$ cat src/rtl/core/bia_pkg.sv
// shared types and constants of the bitmap id allocator
// no dependencies
`default_nettype none

package bia_pkg;

    localparam int MAP_W     = 64;
    localparam int ID_W      = 6;
    localparam int CNT_W     = 7;
    localparam int CMD_W     = 3;
    localparam int STAT_W    = 3;
    localparam int DATA_W    = 16;
    localparam int GRP_W     = 8;
    localparam int NGRP      = MAP_W / GRP_W;
    localparam int GRP_IDX_W = 3;

    localparam logic [CMD_W-1:0] CMD_ALLOC   = 3'd0;
    localparam logic [CMD_W-1:0] CMD_CLAIM   = 3'd1;
    localparam logic [CMD_W-1:0] CMD_RELEASE = 3'd2;
    localparam logic [CMD_W-1:0] CMD_LIST    = 3'd3;
    localparam logic [CMD_W-1:0] CMD_RESERVE = 3'd4;

    localparam logic [STAT_W-1:0] STAT_OK    = 3'd0;
    localparam logic [STAT_W-1:0] STAT_FULL  = 3'd1;
    localparam logic [STAT_W-1:0] STAT_LIVE  = 3'd2;
    localparam logic [STAT_W-1:0] STAT_FREE  = 3'd3;
    localparam logic [STAT_W-1:0] STAT_SHORT = 3'd4;

    typedef enum logic [2:0] {
        OP_ALLOC,
        OP_CLAIM,
        OP_RELEASE,
        OP_LIST,
        OP_RESERVE,
        OP_NOP
    } op_t;

    typedef struct packed {
        op_t              op;
        logic [ID_W-1:0]  ident;
        logic [CNT_W-1:0] want_count;
        logic             in_pool;
    } cmd_item_t;

    typedef enum logic [1:0] {
        ST_IDLE,
        ST_FIND,
        ST_PICK
    } eng_state_t;

endpackage

`default_nettype wire

$ cat src/rtl/core/bia_front.sv
// front end: decodes incoming commands and holds them in a two-entry queue
// depends on bia_pkg
`default_nettype none

module bia_front #(
    parameter int CAPACITY = 64
) (
    input  wire logic                      aclk,
    input  wire logic                      aresetn,
    input  wire logic                      s_tvalid,
    output logic                           s_tready,
    input  wire logic [bia_pkg::DATA_W-1:0] s_tdata,
    output logic                           q_valid,
    input  wire logic                      q_ready,
    output bia_pkg::cmd_item_t             q_item
);
    import bia_pkg::*;

    localparam int QDEPTH = 2;
    localparam int QPTR_W = $clog2(QDEPTH);
    localparam int QCNT_W = $clog2(QDEPTH + 1);

    logic [CMD_W-1:0]  in_cmd;
    logic [ID_W-1:0]   in_ident;
    logic [CNT_W-1:0]  in_want;
    cmd_item_t         dec_item;

    cmd_item_t         q_mem_reg [QDEPTH];
    logic [QPTR_W-1:0] wr_ptr_reg, wr_ptr_next;
    logic [QPTR_W-1:0] rd_ptr_reg, rd_ptr_next;
    logic [QCNT_W-1:0] cnt_reg, cnt_next;
    logic              push, pop;

    assign in_cmd   = s_tdata[CMD_W-1:0];
    assign in_ident = s_tdata[CMD_W+ID_W-1:CMD_W];
    assign in_want  = s_tdata[CMD_W+ID_W+CNT_W-1:CMD_W+ID_W];

    // classify the command and flag identifiers outside the pool
    always_comb begin
        dec_item.ident      = in_ident;
        dec_item.want_count = in_want;
        dec_item.in_pool    = ({1'b0, in_ident} < CNT_W'(CAPACITY));
        unique case (in_cmd)
            CMD_ALLOC:   dec_item.op = OP_ALLOC;
            CMD_CLAIM:   dec_item.op = OP_CLAIM;
            CMD_RELEASE: dec_item.op = OP_RELEASE;
            CMD_LIST:    dec_item.op = OP_LIST;
            CMD_RESERVE: dec_item.op = OP_RESERVE;
            default:     dec_item.op = OP_NOP;
        endcase
    end

    assign s_tready = (cnt_reg != QCNT_W'(QDEPTH));
    assign q_valid  = (cnt_reg != '0);
    assign q_item   = q_mem_reg[rd_ptr_reg];
    assign push     = s_tvalid && s_tready;
    assign pop      = q_valid && q_ready;

    always_comb begin
        wr_ptr_next = push ? wr_ptr_reg + QPTR_W'(1) : wr_ptr_reg;
        rd_ptr_next = pop ? rd_ptr_reg + QPTR_W'(1) : rd_ptr_reg;
        cnt_next    = cnt_reg + QCNT_W'(push) - QCNT_W'(pop);
    end

    always_ff @(posedge aclk) begin
        if (!aresetn) begin
            wr_ptr_reg <= '0;
            rd_ptr_reg <= '0;
            cnt_reg    <= '0;
        end else begin
            wr_ptr_reg <= wr_ptr_next;
            rd_ptr_reg <= rd_ptr_next;
            cnt_reg    <= cnt_next;
        end
    end

    always_ff @(posedge aclk) begin
        if (push) begin
            q_mem_reg[wr_ptr_reg] <= dec_item;
        end
    end

endmodule

`default_nettype wire

$ cat src/rtl/core/bia_back.sv
// back end: free bitmap, free count, two-stage lowest-bit search and result register
// depends on bia_pkg
`default_nettype none

module bia_back #(
    parameter int CAPACITY = 64
) (
    input  wire logic                       aclk,
    input  wire logic                       aresetn,
    input  wire logic                       q_valid,
    output logic                            q_ready,
    input  wire bia_pkg::cmd_item_t         q_item,
    output logic                            m_tvalid,
    input  wire logic                       m_tready,
    output logic [bia_pkg::DATA_W-1:0]      m_tdata,
    output logic                            m_tlast
);
    import bia_pkg::*;

    localparam logic [MAP_W-1:0] POOL_MASK = {MAP_W{1'b1}} >> (MAP_W - CAPACITY);

    eng_state_t           state_reg, state_next;
    logic [MAP_W-1:0]     free_map_reg, free_map_next;
    logic [CNT_W-1:0]     free_count_reg, free_count_next;
    logic [MAP_W-1:0]     src_reg, src_next;
    logic                 is_list_reg, is_list_next;
    logic [NGRP-1:0]      grp_any_reg, grp_any_next;
    logic [GRP_IDX_W-1:0] grp_low_reg [NGRP];
    logic [GRP_IDX_W-1:0] grp_low_next [NGRP];

    logic                 m_valid_reg;
    logic [ID_W-1:0]      out_id_reg, out_id_next;
    logic [STAT_W-1:0]    out_stat_reg, out_stat_next;
    logic [CNT_W-1:0]     out_total_reg;
    logic                 out_last_reg, out_last_next;
    logic                 load_out;
    logic                 out_free;

    logic                 found;
    logic [ID_W-1:0]      pick_id;
    logic [MAP_W-1:0]     pick_bit;
    logic [MAP_W-1:0]     src_left;
    logic [MAP_W-1:0]     id_bit;
    logic                 id_is_free;

    assign out_free = !m_valid_reg || m_tready;

    // first search stage: per group any-bit and lowest set position
    always_comb begin
        for (int g = 0; g < NGRP; g++) begin
            grp_any_next[g] = |src_reg[g*GRP_W +: GRP_W];
            grp_low_next[g] = '0;
            for (int b = GRP_W - 1; b >= 0; b--) begin
                if (src_reg[g*GRP_W + b]) begin
                    grp_low_next[g] = GRP_IDX_W'(b);
                end
            end
        end
    end

    // second search stage: lowest group that has a bit
    always_comb begin
        found   = |grp_any_reg;
        pick_id = '0;
        for (int g = NGRP - 1; g >= 0; g--) begin
            if (grp_any_reg[g]) begin
                pick_id = {GRP_IDX_W'(g), grp_low_reg[g]};
            end
        end
    end

    assign pick_bit   = MAP_W'(1) << pick_id;
    assign src_left   = src_reg & ~pick_bit;
    assign id_bit     = MAP_W'(1) << q_item.ident;
    assign id_is_free = |(free_map_reg & id_bit);

    always_comb begin
        state_next      = state_reg;
        free_map_next   = free_map_reg;
        free_count_next = free_count_reg;
        src_next        = src_reg;
        is_list_next    = is_list_reg;
        q_ready         = 1'b0;
        load_out        = 1'b0;
        out_id_next     = '0;
        out_stat_next   = STAT_OK;
        out_last_next   = 1'b1;

        unique case (state_reg)
            ST_IDLE: begin
                if (q_valid) begin
                    unique case (q_item.op)
                        OP_ALLOC: begin
                            q_ready      = 1'b1;
                            src_next     = free_map_reg;
                            is_list_next = 1'b0;
                            state_next   = ST_FIND;
                        end
                        OP_LIST: begin
                            q_ready      = 1'b1;
                            src_next     = ~free_map_reg & POOL_MASK;
                            is_list_next = 1'b1;
                            state_next   = ST_FIND;
                        end
                        OP_CLAIM: begin
                            if (out_free) begin
                                q_ready  = 1'b1;
                                load_out = 1'b1;
                                if (q_item.in_pool && id_is_free) begin
                                    free_map_next   = free_map_reg & ~id_bit;
                                    free_count_next = free_count_reg - CNT_W'(1);
                                end else begin
                                    out_stat_next = STAT_LIVE;
                                end
                            end
                        end
                        OP_RELEASE: begin
                            if (out_free) begin
                                q_ready  = 1'b1;
                                load_out = 1'b1;
                                if (q_item.in_pool && !id_is_free) begin
                                    free_map_next   = free_map_reg | id_bit;
                                    free_count_next = free_count_reg + CNT_W'(1);
                                end else begin
                                    out_stat_next = STAT_FREE;
                                end
                            end
                        end
                        OP_RESERVE: begin
                            if (out_free) begin
                                q_ready       = 1'b1;
                                load_out      = 1'b1;
                                out_stat_next = (free_count_reg >= q_item.want_count) ?
                                                STAT_OK : STAT_SHORT;
                            end
                        end
                        default: begin
                            if (out_free) begin
                                q_ready  = 1'b1;
                                load_out = 1'b1;
                            end
                        end
                    endcase
                end
            end
            ST_FIND: begin
                state_next = ST_PICK;
            end
            ST_PICK: begin
                if (out_free) begin
                    load_out   = 1'b1;
                    state_next = ST_IDLE;
                    if (!is_list_reg) begin
                        if (found) begin
                            free_map_next   = free_map_reg & ~pick_bit;
                            free_count_next = free_count_reg - CNT_W'(1);
                            out_id_next     = pick_id;
                        end else begin
                            out_stat_next = STAT_FULL;
                        end
                    end else if (found) begin
                        out_id_next   = pick_id;
                        out_last_next = (src_left == '0);
                        src_next      = src_left;
                        if (src_left != '0) begin
                            state_next = ST_FIND;
                        end
                    end else begin
                        // list of an empty pool
                        out_stat_next = STAT_SHORT;
                    end
                end
            end
            default: begin
                state_next = ST_IDLE;
            end
        endcase
    end

    always_ff @(posedge aclk) begin
        if (!aresetn) begin
            state_reg      <= ST_IDLE;
            free_map_reg   <= POOL_MASK;
            free_count_reg <= CNT_W'(CAPACITY);
            m_valid_reg    <= 1'b0;
        end else begin
            state_reg      <= state_next;
            free_map_reg   <= free_map_next;
            free_count_reg <= free_count_next;
            if (load_out) begin
                m_valid_reg <= 1'b1;
            end else if (m_tready) begin
                m_valid_reg <= 1'b0;
            end
        end
    end

    always_ff @(posedge aclk) begin
        src_reg     <= src_next;
        is_list_reg <= is_list_next;
        grp_any_reg <= grp_any_next;
        grp_low_reg <= grp_low_next;
        if (load_out) begin
            out_id_reg    <= out_id_next;
            out_stat_reg  <= out_stat_next;
            out_total_reg <= free_count_next;
            out_last_reg  <= out_last_next;
        end
    end

    assign m_tvalid = m_valid_reg;
    assign m_tdata  = {out_total_reg, out_stat_reg, out_id_reg};
    assign m_tlast  = out_last_reg;

endmodule

`default_nettype wire

$ cat src/rtl/core/bitmap_id_allocator_top.sv
// top level of the bitmap id allocator: command front end, queue and allocation engine
// depends on bia_pkg, bia_front, bia_back
//
//  channel | dir | tdata fields (low bit up)                        | tlast
//  s_      | in  | cmd[2:0] ident[8:3] want_count[15:9]             | -
//  m_      | out | result_ident[5:0] status[8:6] free_total[15:9]   | last
//
// claim, release, reserve and unused codes: handled in ST_IDLE at the queue head once the result register is free
// allocate: a capture in ST_IDLE, then the registered two-stage lowest-bit search
// list: a capture in ST_IDLE, then ST_FIND and ST_PICK for each live id (once if none is live)
// reset: synchronous, active low; every id free, count equals CAPACITY, no settling time
// the two-entry command queue keeps taking items while the result register waits on m_tready, until it is full
`default_nettype none

module bitmap_id_allocator_top #(
    parameter int CAPACITY = 64
) (
    input  wire logic        aclk,
    input  wire logic        aresetn,
    // command channel
    input  wire logic        s_tvalid,
    output logic             s_tready,
    input  wire logic [15:0] s_tdata,   // cmd[2:0], ident[8:3], want_count[15:9]
    // result channel
    output logic             m_tvalid,
    input  wire logic        m_tready,
    output logic [15:0]      m_tdata,   // result_ident[5:0], status[8:6], free_total[15:9]
    output logic             m_tlast
);
    import bia_pkg::*;

    // decoded command at the queue head
    cmd_item_t q_item;
    logic      q_valid;
    logic      q_ready;

    // decode and buffer commands
    bia_front #(
        .CAPACITY (CAPACITY)
    ) u_front (
        .aclk     (aclk),
        .aresetn  (aresetn),
        .s_tvalid (s_tvalid),
        .s_tready (s_tready),
        .s_tdata  (s_tdata),
        .q_valid  (q_valid),
        .q_ready  (q_ready),
        .q_item   (q_item)
    );

    // bitmap, count, search and result register
    bia_back #(
        .CAPACITY (CAPACITY)
    ) u_back (
        .aclk     (aclk),
        .aresetn  (aresetn),
        .q_valid  (q_valid),
        .q_ready  (q_ready),
        .q_item   (q_item),
        .m_tvalid (m_tvalid),
        .m_tready (m_tready),
        .m_tdata  (m_tdata),
        .m_tlast  (m_tlast)
    );

endmodule

`default_nettype wire

$ cat config.mk
export PLATFORM = sky130hd
export DESIGN_NAME = bitmap_id_allocator_top
export DESIGN_NICKNAME = d
export VERILOG_FILES = /design/src/rtl/core/bia_pkg.sv /design/src/rtl/core/bia_front.sv /design/src/rtl/core/bia_back.sv /design/src/rtl/core/bitmap_id_allocator_top.sv
export SDC_FILE = /design/constraint.sdc
export NUM_CORES = 1
export LEC_CHECK = 0
export ABC_AREA = 1
export BUFFER_PORTS_ARGS = -buffer_cell sky130_fd_sc_hd__clkbuf_2
export CORE_MARGIN = 4
export CORE_UTILIZATION = 50
export DETAILED_ROUTE_END_ITERATION = 10
export GPL_TIMING_DRIVEN = 0
export PLACE_DENSITY = 0.67
export SLEW_MARGIN = 40
export SYNTH_ARGS = -nofsm -noshare
export SYNTH_HDL_FRONTEND = slang
export SYNTH_SLANG_ARGS = --single-unit
$ cat constraint.sdc
create_clock -name aclk -period 13.2 [get_ports aclk]
set_input_delay 2.64 -clock aclk [delete_from_list [all_inputs] [get_ports aclk]]
set_output_delay 2.64 -clock aclk [all_outputs]
set_load 0.1 [all_outputs]
Word-level counts from Yosys, hierarchy flattened --
Memory sizes are Yosys's and may differ from the RTL's. A register that Yosys moved wholly into a read port is not among the register bits. Index checks and enable logic that the tools add are counted.
Word-level totals: flip-flop bits (word level) 192, memory bits (writable) 32, input port bits 20, output and inout bits 19, word-level logic and storage cells 253, memories kept 1
Operators by class: add/sub/neg operators 6, magnitude comparators 1, equality and inequality tests 23, shift operators 2, muxes and demuxes 125, bitwise gates (word level) 8, reduce and logical (&&, ||, !) cells 49
Memories:
- u_front.q_mem_reg | words 2, width 16, rd ports 1, clocked after Yosys merged registers in 1, wr ports 1, line bia_front.sv:28 | cmd_item_t q_mem_reg [QDEPTH];
Operators by type and width (count):
- two-way mux 64 bit | 12
- case mux 64 bit (2 select lines) | 4
- bitwise AND 64 bit | 4
- inverter 64 bit | 3
- left shift 1 x 6 -> 64 bit, first input constant | 2
- two-way mux 3 bit | 40
- OR reduction 8 bit | 9
- zero test 64 bit | 1
- bitwise OR 64 bit | 1
- nonzero test 64 bit | 1
- OR reduction 64 bit | 1
- two-way mux 7 bit | 8
- two-way mux 6 bit | 8
- two-way mux 2 bit | 23
- OR reduction 4 bit | 8
- case mux 7 bit (2 select lines) | 2
- two-way mux 1 bit | 22
- OR reduction 2 bit | 9
- case mux 3 bit (5 select lines) | 1
- == test 3 x 2 -> 1 bit, second input constant | 4
- inequality test 3 x 2 -> 1 bit, second input constant | 4
- AND reduction 10 bit | 1
- case mux 3 bit (3 select lines) | 1
- AND reduction 3 bit | 3
- other kinds (25) | 42

Logic depth before layout (Yosys ltp) --
depth after elaboration 17, gate-level depth with buffers 22

Modules after synthesis --
From an unflattened synthesis, not the netlist that was laid out.
Unflattened totals: cells, all modules 1908, area, all modules 13671.9 sq um
By module, submodules not included:
- bia_back | times used 1, cells an instance 1816, area an instance 12191.7 sq um, sequential area each 4584.4 sq um
- bia_front | times used 1, cells an instance 92, area an instance 1480.2 sq um, sequential area each 1061.0 sq um

Worst setup path before layout --
Ideal clock, no wire load.
path type input to register, from in m_tready, to reg u_back.src_reg[0] (enable), data arrival time 7621 ps, required time 12611 ps, setup slack 4989 ps, stages on the path 4, cell sequence nor2_1 -> nand2_1 -> nand2_1 -> a221oi_1
Between the ends: cells in the longest elaborated chain, start to end 3
Ends and longest elaborated chain:
- start: declaration | line bitmap_id_allocator_top.sv:26 | input wire logic m_tready,
- logical OR 1 bit | line bia_back.sv:46 | assign out_free = !m_valid_reg || m_tready;
- inequality test 2 x 1 -> 1 bit (no source line)
- AND reduction 6 bit (no source line)
- end signal: assignment | line bia_back.sv:199 | src_reg <= src_next;
- end: declaration | line bia_back.sv:25 | logic [MAP_W-1:0] src_reg, src_next;
No other way between the ends. A chain may end at the register's enable or synchronous reset.

Final worst setup path --
from in m_tready, to reg u_front.cnt_reg[1]
Between the ends: cells in the longest elaborated chain, start to end 7
Ends and longest elaborated chain:
- logical OR 1 bit | line bia_back.sv:46
- two-way mux 1 bit (2 in a row)
- two-way mux 1 bit | line bia_back.sv:91 | if (q_valid) begin
- two-way mux 1 bit | line bia_back.sv:89 | unique case (state_reg)
- logical AND 1 bit | line bia_front.sv:57 | assign pop = q_valid && q_ready;
- net u_front.pop | line bia_front.sv:32 | logic push, pop;
- subtractor 2 x 1 -> 2 bit | line bia_front.sv:62 | cnt_next = cnt_reg + QCNT_W'(push) - QCNT_W'(pop);
- end signal: assignment | line bia_front.sv:73 | cnt_reg <= cnt_next;
- end: declaration | line bia_front.sv:31 | logic [QCNT_W-1:0] cnt_reg, cnt_next;
The timed path passes the listed nets, and every way through them passes these cells.

==> flow_summary.toml <==
[clock_tree]
post_cts_resized = 0
clock_path_buffers = 3
cts-root-buf = "clkbuf_16"
postCtsHoldBufs = 0
path_clk_slew_ns = 0.06
cts_tree = "built"
cts_sinks = 225
post-cts-setup-buffers = 0
insertion_delay_ns = 0.55
htree_levels = 1
numCtsBuffers = 26

[synth]
ys_ff_latch = 225
synth_commonest_cells = "nand2_1, nand3_1, o21ai_0"
synth_cells = 1971
synth_top_cell_area_share_pct = 24.70
ys_seq_area_share_pct = 40.73
yosys_warnings = 0
syn_nets = 2002
yosysUniqueCellTypes = 38
synth.cell_area_um2 = 13860
yosysMostFrequentCell = "nand2_1"
yosys.area.top_type = "edfxtp_1"
synth_async_sr_flop_share_pct = 0
ys.flop_type = "edfxtp_1"
synth_enable_flop_cells = 114
synth.avg_cell_area_um2 = 7.033
synthTopCellsByArea = "edfxtp_1, nand2_1, dfxtp_1"

[place]
port_buffers = 37
gp_congestion = 1.014
dp_hpwl_mm = 40.16

[setup_path]
crit_fanout = 10
critical_path_class = "input pin to flop"
cp.required_ns = 13.68
startpoint_type = "input pin"
cp.arrival_ns = 5.33
crit_path_end_kind = "flop"

[hold_path]
hp-class = "flop to flop"

[die]
core_um2 = 27100
fp.dieH_um = 174.5
rows = 60
io_pins = 39
die_w_um = 174.5
start_util_pct = 51.15
dieArea_um2 = 30450

[routing]
ant_nets = 0
wl_per_cell_um = 21.17
dr.pass1.iters = 8
dr.first_iter.drc_count = 1657
routed_via_density = 5.906
drc = 0
wl_mm = 51.54
vias = 14380

[sta]
holdWs_ns = 0.4693
finalMaxSlewViolations = 0
fmax_mhz = 206.2
worst_pin_slew_ns = 0.8971
fin_crit_ns = 4.851
finalCritPeriodShare_pct = 36.75
hold_violations = 0
clock_skew_ns = 0.01657
finalSetupViolations = 0
slew_headroom_pct = 40.19
fin_tns_setup_ns = 0
rsz0062_at_grt = "false"

[global_route]
grt_pass1_wl_mm = 77.60
grt_max_degree = 18
grt_antenna_before_repair = 2
grt_overflow = 0
track_usage_pct = 32.79
grt_pass1_vias = 13280

[layout]
post-route-util_pct = 57.23
regArea_um2 = 5645
fin_nets = 2074
multi_input_area_um2 = 7376
synthToLayoutAreaGrowth_pct = 11.88
drive_gt1_share_pct = 7.562
filler_cell_count = 2616
antenna_cells = 0

[power]
leakagePower_uw = 0.006718
p_per_area_nw_per_um2 = 204.4
vdd_ir_drop_max_mv = 0.1353
seqPwrFrac_pct = 32.5
p_comb_share_pct = 44.6
p_sw_share_pct = 45.78
p_int_uw = 1719
p_switching_uw = 1451
clkPwrFrac_pct = 22.9

[run]
cap_violations = 0

[outcome]
status = "finished, final reports clean"
[per-stage QoR]
stage	cells	worst slack (ns)	area, um2	total power [uW]
floorplan	1971	4.989	13860	2033
global route	2435	8.164	15510	3357
CTS	2435	8.381	15490	3147
detailed placement	2387	7.855	14630	2421
global placement	2380	2.189	14510	2394
finish	2435	8.349	15510	3170
[layer usage]
| metal | GRT usage (%) | vias to the layer above | part of all wire, % |
|---|---|---|---|
| met5 | 0 | - | 0.023 |
| met4 | 13.00 | 2 | 4.6 |
| met3 | 6.003 | 143 | 9.9 |
| met2 | 50.71 | 757 | 43 |
| met1 | 45.73 | 6623 | 42 |
| li1 | - | 6856 | - |
[cell usage in the layout, fill, tap and decap left out, drive strengths merged, types with 10 or more instances in the layout]
cell type  count
o21ai        165
edfxtp       114
nor2         161
nand3        243
inv          111
or2           21
nor4          10
nand4        124
ha            11
clkbuf       146
nor3          26
nand2        593
xor2          71
dfxtp        111
a21oi         59
buf           53
[logic make-up after synthesis]
logic type               after synthesis  share of synthesized area, %
adder cells (fa/ha/maj)               11                        0.9929
buffers and inverters                228                         6.499
AO/OA/AOI/OAI                        249                         9.459
multiplexers                           7                        0.5055
XOR/XNOR                              72                         4.549
AND/OR/NAND/NOR                     1179                         37.27
flip-flops                           225                         40.73
[critical path: stages]
cell and delay (ns):
clkbuf_2 0.08, nor2_2 0.59, inv_1 0.17, clkbuf_1 0.28
buf_1 0.31, a21oi_1 0.22, inv_1 0.11, ha_1 0.29
inv_1 0.05, ha_1 0.15, xor2_1 0.19, o21ai_0 0.10
a21oi_1 0.14
[cell type report]
class / count / share of cell area, %
multi-input cells: 1518 / 47.56
flip-flops and latches: 225 / 36.40
clock buffers: 41 / 4.946
plain buffers: 114 / 3.066
well taps: 372 / 3.001
inverters: 114 / 2.759
repair buffers: 44 / 1.630
clock inverters: 7 / 0.6374
[power by group through the flow]
stage	combinational, uW	sequential, uW	clock (uW)
4_1_cts	1390	1030	734
3_3_place_gp	1330	1060	0
3_5_place_dp	1380	1040	0
5_1_grt	1550	1040	766
2_1_floorplan	828	1200	0
6_report	1410	1030	727
[worst paths after layout]
kind / from / endpoint / slack (ns) / cells past startpoint
worst max-delay path: m_tready / u_front.cnt_reg[1]$_SDFF_PN0_ / 8.35 / 13
worst min-delay path: u_back.src_reg[40]$_DFFE_PP_ / u_back.grp_low_reg[6]$_SDFF_PP0_ / 0.47 / 1
worst max register to register: u_back.grp_any_reg[4]$_DFF_P_ / u_back.m_tlast$_SDFFCE_PN1P_ / 8.79 / 17
worst min register to register: u_back.src_reg[40]$_DFFE_PP_ / u_back.grp_low_reg[6]$_SDFF_PP0_ / 0.47 / 1
Power figures use the tool's default switching activity.
